File: config.mk
export PLATFORM = sky130hd
export DESIGN_NAME = fixed_cell_pool_allocator
export DESIGN_NICKNAME = d
export VERILOG_FILES = /design/src/hw/rtl/fcpa_pkg.sv /design/src/hw/rtl/fcpa_ram.sv /design/src/hw/rtl/fcpa_addr_unit.sv /design/src/hw/rtl/fixed_cell_pool_allocator.sv
export SDC_FILE = /design/constraint.sdc
export NUM_CORES = 1
export LEC_CHECK = 0
export BUFFER_PORTS_ARGS = -buffer_cell sky130_fd_sc_hd__buf_2
export CAP_MARGIN = 20
export CORE_MARGIN = 2
export CORE_UTILIZATION = 50
export CTS_CLUSTER_DIAMETER = 40
export CTS_CLUSTER_SIZE = 40
export DETAILED_ROUTE_END_ITERATION = 7
export PLACE_DENSITY = 0.79
export SETUP_SLACK_MARGIN = 0.5
export SLEW_MARGIN = 20
export SYNTH_ARGS = -nofsm -noshare
export SYNTH_HDL_FRONTEND = slang
export SYNTH_HIERARCHICAL = 1
export SYNTH_SLANG_ARGS = --single-unit
File: constraint.sdc
create_clock -name i_clk -period 17.5 [get_ports i_clk]
set_input_delay 0.875 -clock i_clk [delete_from_list [all_inputs] [get_ports i_clk]]
set_output_delay 0.875 -clock i_clk [all_outputs]
set_load 0.03 [all_outputs]
File: src/hw/rtl/fcpa_pkg.sv
// Shared types, codes and defaults for the fixed cell pool allocator.
package fcpa_pkg;

    // Default number of cells in the pool.
    localparam int POOL_CELLS_DEF = 64;

    // Widths fixed by the item and register layouts.
    localparam int ADDR_W     = 48;
    localparam int CBYTES_W   = 16;
    localparam int IDX_W      = 6;
    localparam int COUNT_W    = 7;
    localparam int CFG_IDX_W  = 1;

    // Reset value of the cell size register.
    localparam logic [CBYTES_W-1:0] CELL_BYTES_RST = CBYTES_W'(16);

    // Request kinds.
    typedef enum logic [0:0] {
        FUNC_ALLOC = 1'b0,
        FUNC_FREE  = 1'b1
    } t_func;

    // Result status codes.
    typedef enum logic [1:0] {
        ST_ALLOCATED  = 2'd0,
        ST_POOL_EMPTY = 2'd1,
        ST_FREED      = 2'd2,
        ST_NOT_FOUND  = 2'd3
    } t_status;

    // Configuration register indexes.
    typedef enum logic [CFG_IDX_W-1:0] {
        CFG_BASE_ADDRESS = 1'b0,
        CFG_CELL_BYTES   = 1'b1
    } t_cfg_reg;

    // Sequencer states.
    typedef enum logic [1:0] {
        SEQ_IDLE,
        SEQ_LOOKUP,
        SEQ_ADDRESS
    } t_seq_state;

    // One request item.
    typedef struct packed {
        t_func             func;
        logic [IDX_W-1:0]  cell_index;
    } t_req;

    // One result item.
    typedef struct packed {
        t_status             status;
        logic [IDX_W-1:0]    granted_index;
        logic [ADDR_W-1:0]   granted_address;
        logic [COUNT_W-1:0]  cells_free;
    } t_rsp;

endpackage

File: src/hw/rtl/fcpa_ram.sv
// Generic single-write, single-read RAM with a registered read port.
module fcpa_ram #(
    parameter int WIDTH = 8,
    parameter int DEPTH = 64
) (
    input  logic                     i_clk,
    input  logic                     i_we,
    input  logic [$clog2(DEPTH)-1:0] i_waddr,
    input  logic [WIDTH-1:0]         i_wdata,
    input  logic [$clog2(DEPTH)-1:0] i_raddr,
    output logic [WIDTH-1:0]         o_rdata
);

    logic [WIDTH-1:0] r_store [DEPTH];
    logic [WIDTH-1:0] r_rdata;

    // Write port.
    always_ff @(posedge i_clk) begin
        if (i_we) begin
            r_store[i_waddr] <= i_wdata;
        end
    end

    // Registered read port.
    always_ff @(posedge i_clk) begin
        r_rdata <= r_store[i_raddr];
    end

    assign o_rdata = r_rdata;

endmodule

File: src/hw/rtl/fcpa_addr_unit.sv
// Cell address unit: registered index times cell size, then add of the pool base.
module fcpa_addr_unit #(
    parameter int IW = 6
) (
    input  logic                          i_clk,
    input  logic                          i_load,
    input  logic [IW-1:0]                 i_index,
    input  logic [fcpa_pkg::CBYTES_W-1:0] i_cell_bytes,
    input  logic [fcpa_pkg::ADDR_W-1:0]   i_base,
    output logic [fcpa_pkg::ADDR_W-1:0]   o_address
);
    import fcpa_pkg::*;

    localparam int PW = IW + CBYTES_W;

    logic [PW-1:0] r_prod;
    logic [PW-1:0] n_prod;

    // Product of the cell index and the cell size.
    always_comb begin
        n_prod = r_prod;
        if (i_load) begin
            n_prod = PW'(i_index) * PW'(i_cell_bytes);
        end
    end

    always_ff @(posedge i_clk) begin
        r_prod <= n_prod;
    end

    // The address wraps modulo the address width.
    assign o_address = i_base + ADDR_W'(r_prod);

endmodule

File: src/hw/rtl/fixed_cell_pool_allocator.sv
// Top level of the fixed cell pool allocator: sequencer, free stack and allocation map.
//
// Usage: a request item (allocate, or free by cell index) is taken at a clock
// edge where start is high and busy is low. Exactly one result item follows,
// shown on o_rsp for a single cycle while o_done is high; it cannot be held
// off. A free request, or an allocate on an empty pool, takes its result from
// the lookup state; a successful allocate goes on to the address state, which
// waits for the registered index-times-size product ahead of the base add. The
// free stack and the allocation map are single-port-read RAMs with registered
// reads, and each request makes one read and at most one write to each, so a
// new item is not taken before the last one has its result. busy is already
// low in the cycle that shows the result, so a new request may be given then.
// Reset empties the allocation map and sets the free stack to hand cells out
// in index order; no clearing pass is needed, a high-water mark of cells ever
// handed out tells which RAM entries hold real data. Reset also sets the base
// address to zero and the cell size to 16 bytes. Configuration writes through
// i_cfg_we, i_cfg_idx and i_cfg_data take effect at once and belong in idle time.
module fixed_cell_pool_allocator #(
    parameter int POOL_CELLS = fcpa_pkg::POOL_CELLS_DEF
) (
    input  logic                           i_clk,
    input  logic                           i_rst_n,
    input  logic                           start,
    output logic                           busy,
    input  fcpa_pkg::t_req                 i_req,
    output logic                           o_done,
    output fcpa_pkg::t_rsp                 o_rsp,
    input  logic                           i_cfg_we,
    input  logic [fcpa_pkg::CFG_IDX_W-1:0] i_cfg_idx,
    input  logic [fcpa_pkg::ADDR_W-1:0]    i_cfg_data
);
    import fcpa_pkg::*;

    localparam int IW = $clog2(POOL_CELLS);
    localparam int CW = $clog2(POOL_CELLS + 1);
    localparam logic [CW-1:0] CELLS_C = CW'(POOL_CELLS);

    t_seq_state           r_state, n_state;
    logic [CW-1:0]        r_depth, n_depth;
    logic [CW-1:0]        r_hwm, n_hwm;
    t_func                r_func, n_func;
    logic [IDX_W-1:0]     r_req_idx, n_req_idx;
    logic [IW-1:0]        r_cell, n_cell;
    logic                 r_done, n_done;
    t_rsp                 r_rsp, n_rsp;
    logic [ADDR_W-1:0]    r_base;
    logic [CBYTES_W-1:0]  r_cell_bytes;

    logic                 accept;
    logic [CW-1:0]        top;
    logic                 top_fresh;
    logic                 req_in_pool;
    logic [IW-1:0]        alloc_cell;

    logic                 stk_we;
    logic [IW-1:0]        stk_waddr;
    logic [IW-1:0]        stk_wdata;
    logic [IW-1:0]        stk_rdata;
    logic                 map_we;
    logic [IW-1:0]        map_waddr;
    logic                 map_wdata;
    logic                 map_rdata;
    logic                 addr_load;
    logic [ADDR_W-1:0]    cell_address;

    assign accept = start && (r_state == SEQ_IDLE);
    assign busy   = (r_state != SEQ_IDLE);

    // The stack grows downward; its top entry sits at POOL_CELLS - depth.
    assign top = CELLS_C - r_depth;

    // Entries at or above the high-water mark were never written; top is used instead.
    assign top_fresh  = (top >= r_hwm);
    assign alloc_cell = top_fresh ? IW'(top) : stk_rdata;
    assign req_in_pool = (32'(r_req_idx) < 32'(POOL_CELLS)) && (CW'(r_req_idx) < r_hwm);

    // Free stack: read at the current top while idle, pushed by a successful free.
    fcpa_ram #(
        .WIDTH (IW),
        .DEPTH (POOL_CELLS)
    ) u_stack_ram (
        .i_clk   (i_clk),
        .i_we    (stk_we),
        .i_waddr (stk_waddr),
        .i_wdata (stk_wdata),
        .i_raddr (IW'(top)),
        .o_rdata (stk_rdata)
    );

    // Allocation map: one bit per cell, read at the requested index.
    fcpa_ram #(
        .WIDTH (1),
        .DEPTH (POOL_CELLS)
    ) u_map_ram (
        .i_clk   (i_clk),
        .i_we    (map_we),
        .i_waddr (map_waddr),
        .i_wdata (map_wdata),
        .i_raddr (IW'(i_req.cell_index)),
        .o_rdata (map_rdata)
    );

    // Address of the granted cell.
    fcpa_addr_unit #(
        .IW (IW)
    ) u_addr (
        .i_clk        (i_clk),
        .i_load       (addr_load),
        .i_index      (alloc_cell),
        .i_cell_bytes (r_cell_bytes),
        .i_base       (r_base),
        .o_address    (cell_address)
    );

    // Sequencer: next state, RAM writes and the result item.
    always_comb begin
        n_state   = r_state;
        n_depth   = r_depth;
        n_hwm     = r_hwm;
        n_func    = r_func;
        n_req_idx = r_req_idx;
        n_cell    = r_cell;
        n_done    = 1'b0;
        n_rsp     = r_rsp;
        stk_we    = 1'b0;
        stk_waddr = IW'(top - CW'(1));
        stk_wdata = IW'(r_req_idx);
        map_we    = 1'b0;
        map_waddr = alloc_cell;
        map_wdata = 1'b1;
        addr_load = 1'b0;

        case (r_state)
            SEQ_IDLE: begin
                if (accept) begin
                    n_func    = i_req.func;
                    n_req_idx = i_req.cell_index;
                    n_state   = SEQ_LOOKUP;
                end
            end

            SEQ_LOOKUP: begin
                n_rsp.granted_index   = '0;
                n_rsp.granted_address = '0;
                if (r_func == FUNC_ALLOC) begin
                    if (r_depth == '0) begin
                        n_rsp.status     = ST_POOL_EMPTY;
                        n_rsp.cells_free = COUNT_W'(r_depth);
                        n_done           = 1'b1;
                        n_state          = SEQ_IDLE;
                    end else begin
                        // Pop the top cell and mark it allocated.
                        map_we    = 1'b1;
                        addr_load = 1'b1;
                        n_cell    = alloc_cell;
                        n_depth   = r_depth - CW'(1);
                        if (top_fresh) begin
                            n_hwm = r_hwm + CW'(1);
                        end
                        n_state = SEQ_ADDRESS;
                    end
                end else begin
                    if (req_in_pool && map_rdata && (r_depth < CELLS_C)) begin
                        // Clear the map bit and push the cell on the stack.
                        map_we           = 1'b1;
                        map_waddr        = IW'(r_req_idx);
                        map_wdata        = 1'b0;
                        stk_we           = 1'b1;
                        n_depth          = r_depth + CW'(1);
                        n_rsp.status     = ST_FREED;
                        n_rsp.cells_free = COUNT_W'(r_depth + CW'(1));
                    end else begin
                        n_rsp.status     = ST_NOT_FOUND;
                        n_rsp.cells_free = COUNT_W'(r_depth);
                    end
                    n_done  = 1'b1;
                    n_state = SEQ_IDLE;
                end
            end

            SEQ_ADDRESS: begin
                n_rsp.status          = ST_ALLOCATED;
                n_rsp.granted_index   = IDX_W'(r_cell);
                n_rsp.granted_address = cell_address;
                n_rsp.cells_free      = COUNT_W'(r_depth);
                n_done                = 1'b1;
                n_state               = SEQ_IDLE;
            end

            default: begin
                n_state = SEQ_IDLE;
            end
        endcase
    end

    // Control registers.
    always_ff @(posedge i_clk) begin
        if (!i_rst_n) begin
            r_state <= SEQ_IDLE;
            r_depth <= CELLS_C;
            r_hwm   <= '0;
            r_done  <= 1'b0;
        end else begin
            r_state <= n_state;
            r_depth <= n_depth;
            r_hwm   <= n_hwm;
            r_done  <= n_done;
        end
    end

    // Payload registers.
    always_ff @(posedge i_clk) begin
        r_func    <= n_func;
        r_req_idx <= n_req_idx;
        r_cell    <= n_cell;
        r_rsp     <= n_rsp;
    end

    // Configuration registers.
    always_ff @(posedge i_clk) begin
        if (!i_rst_n) begin
            r_base       <= '0;
            r_cell_bytes <= CELL_BYTES_RST;
        end else if (i_cfg_we) begin
            case (t_cfg_reg'(i_cfg_idx))
                CFG_BASE_ADDRESS: r_base       <= i_cfg_data;
                CFG_CELL_BYTES:   r_cell_bytes <= i_cfg_data[CBYTES_W-1:0];
                default: begin
                end
            endcase
        end
    end

    assign o_done = r_done;
    assign o_rsp  = r_rsp;

endmodule

==> results by group <==
Synthesis
  – Post-synth ARST share: 0
  – Post-synth top area cell: edfxtp_1
  – Cells after Synth: 2,175
  – Area contributors post-synth: edfxtp_1 (55%), mux4_2 (7.3%), dfxtp_1 (5.9%)
  – Post-Syn Nets: about 2.4k
  – Post-synthesis sequential area ratio: 0.6049
  – Post-synth EDFFs: 546
  – Synth cell types: 91
  – Seq cells post-synth: between 600 and 700
  – Commonest cells post-synth: edfxtp_1 (546), nand2_1 (211), nor2_1 (175)
  – Top cell type's share of synthesized area: 0.5463
  – Yosys warns: 6
  – Count leader, synth: edfxtp_1
  – Synth Cell Area: about 30,000 sq um
  – Avg Inst Size Synth: 13.80 sq um
  – Primary FF master, synth: edfxtp_1

Clock network
  – H-tree levels: 3
  – Postcts setup bufs: 0
  – Skew-Pair Late Insertion Delay: about 0.64 ns
  – Num CTS Buffers: 78
  – Clock tree sinks: 634
  – # hold bufs at CTS: 0
  – CTS resizes: 0
  – CTS tree: done
  – Clock Path Buffers: 3
  – Clock transition at path regs: 0.06 ns
  – Clock Tree Root: clkbuf_16

Route
  – M1 WL: 27,240 um
  – Via count: 18.79k
  – Drt drc: 0
  – Max Used Layer: met5
  – Drt pass-1 iters: 6
  – Met3 WL: 6152 um
  – Per-cell routed wire length: 21.59 um
  – Met2 routed WL: 31,950 um
  – DRT iter0 DRCs: about 1.8k
  – Drt total wl: 67,670 um
  – Vias/cell: 5.996
  – Post-DRT Antenna Nets: 0

Critical path
  – Crit path max fanout: 37
  – CP Class: flip-flop to flip-flop
  – Worst Path Arrival: 7.73 ns
  – Worst Setup End Kind: flip-flop
  – WP data required: ~18 ns
  – CP Launch Type: flip-flop

Die
  – Core area: 59,130 sq um
  – Starting density of the core: 0.5076
  – Top Ports: around 130
  – Die height: between 200 and 250 um
  – Die Wd: roughly 250 um
  – Site Rows: 89
  – Die area: 62,010 sq um

Timing
  – Worst hold slack: 0.4372 ns
  – Final setup violating endpoints: 0
  – RSZ-0062 raised after global routing: no
  – Worst rel slew slack: 0.1471
  – Final slew viol count: 0
  – Worst Clk Skew: 0.03628 ns
  – Worst-margin pin slew: 1.275 ns
  – Final hold viol count: 0
  – Setup TNS: 0 ns
  – Fin crit share: 0.4225
  – Final worst setup slack: 10.11 ns
  – Max Fclk: 135.2 MHz
  – Final Critical Period: 7.394 ns

Final layout
  – Final std cells w/o fill: ~3.1k
  – Layout Utilization: 0.5737
  – Design Area, Final: 33,930 sq um
  – N_diodes: 0
  – Area Overhead vs Synth: 13.03%
  – Layout Nets: 2,484
  – Share of cells above drive strength 1: 0.1876

Place
  – Placed Cells: 2,988
  – Placed Area: between 30,000 and 40,000 sq um
  – Dpl hpwl: 43,110 um
  – GPL Wtd Cong: between 0.8 and 0.9
  – Pre-CTS setup slack: 10.20 ns
  – PortBufs: 124

Power
  – Overall power: roughly 4.4 mW
  – Pwr/cell area: 129.1 nW/um^2
  – Worst VDD drop: 0.00008441 V
  – LEAKAGE: 12.14 nW

Global route
  – Vias in the first global route: 18.85k
  – Largest net degree at the start of global routing: slightly above 70
  – Initial antenna violation count: 6
  – Tot GR Track Use: 0.2182
  – GRT overflow: 0
  – Global-route wire length before repair: 106,100 um

Min path
  – Hold WC Path Type: input port to flip-flop

Run status
  – Outcome: finished, final reports clean

Run
  – Max-cap violations: 0
==> final timing paths <==
| kind | cells past startpoint | slack, ns | startpoint | endpoint |
|---|---|---|---|---|
| max | 26 | 10.11 | r_depth[0] | u_addr/r_prod[19] |
| min | 1 | 0.44 | i_req[6] | r_func |
| max reg2reg | 26 | 10.11 | r_depth[0] | u_addr/r_prod[19] |
| min reg2reg | 2 | 0.46 | r_base[7] | r_base[7] |
==> sequential cells by signal, summed over array words and instances, names as in the netlist, 2 cells and up <==
register	count
o_rsp	63
r_cell_bytes	16
r_hwm	7
r_depth	7
r_cell	6
u_addr/r_prod	22
u_stack_ram/r_store	384
u_stack_ram/o_rdata	6
u_map_ram/r_store	64
r_state	2
r_req_idx	6
r_base	48
==> area by class of cell <==
cell class	instances	area, sq um
fillers	4414	25210
flip-flops and latches	634	18160
multi-input cells	1333	11000
clock buffers	84	2027
well taps	773	967.2
repair buffers	145	790.8
clock inverters	61	581.8
inverters	104	392.9
==> cells in the final DEF, fill, tap and decap left out, drive strengths merged, types with 12 or more instances in the layout <==
| master | n |
|---|---|
| edfxtp | 546 |
| nand2 | 212 |
| nor2 | 176 |
| buf | 145 |
| and2 | 137 |
| inv | 123 |
| a21oi | 120 |
| mux4 | 110 |
| dfxtp | 88 |
| clkbuf | 84 |
| ha | 70 |
| fa | 58 |
| nand3 | 53 |
| xnor2 | 51 |
| o21ai | 34 |
| clkinv | 25 |
| nor2b | 24 |
| mux2 | 23 |
| xor2 | 22 |
| nor3 | 19 |
| mux2i | 17 |
| nand2b | 15 |
| a21o | 14 |
| nand4 | 14 |
| clkinvlp | 13 |
| and3 | 13 |
| o22ai | 12 |
==> worst max-delay path, stage by stage, from the launching register on <==
cell	delay [ns]
dfxtp_4	0.83
inv_1	0.37
ha_4	0.29
inv_1	0.12
nor3_1	0.09
xnor2_2	0.18
ha_1	0.33
a21oi_1	0.13
o21ai_0	0.10
a21oi_1	0.13
buf_4	0.24
mux2_2	0.50
and2_1	0.23
fa_1	0.54
inv_1	0.05
fa_1	0.46
fa_1	0.54
inv_1	0.04
ha_1	0.32
nor2b_1	0.15
o21ai_1	0.16
a21boi_1	0.11
o21a_1	0.23
o31ai_4	0.23
a21oi_1	0.17
o41ai_1	0.42
xnor2_1	0.13
==> report_power, final <==
part	internal (mW)	leakage (nW)	switching, mW
clock	0.923	1.25	0.660
sequential	1.71	5.85	0.0347
combinational	0.369	5.04	0.689
total	3.00	12.1	1.38
==> cells by family (layout without fill, tap and decap cells) <==
group / after synthesis / count (layout) / synth area share
adder cells (fa/ha/maj): 128 / 128 / 0.06786
multiplexers: 150 / 150 / 0.09921
buffers and inverters: 208 / 394 / 0.03010
flip-flops: 634 / 634 / 0.6049
XOR/XNOR: 73 / 73 / 0.02130
AND/OR/NAND/NOR: 710 / 710 / 0.1158
AO/OA/AOI/OAI: 272 / 272 / 0.06078
==> per-layer routing <==
| metal | track usage | up-vias |
|---|---|---|
| met3 | 0.04848 | 188 |
| met1 | 0.2906 | 9338 |
| met2 | 0.3504 | 989 |
| met4 | 0.08830 | 12 |
| met5 | 0 | - |
| li1 | - | 8266 |
Power figures use the tool's default switching activity.
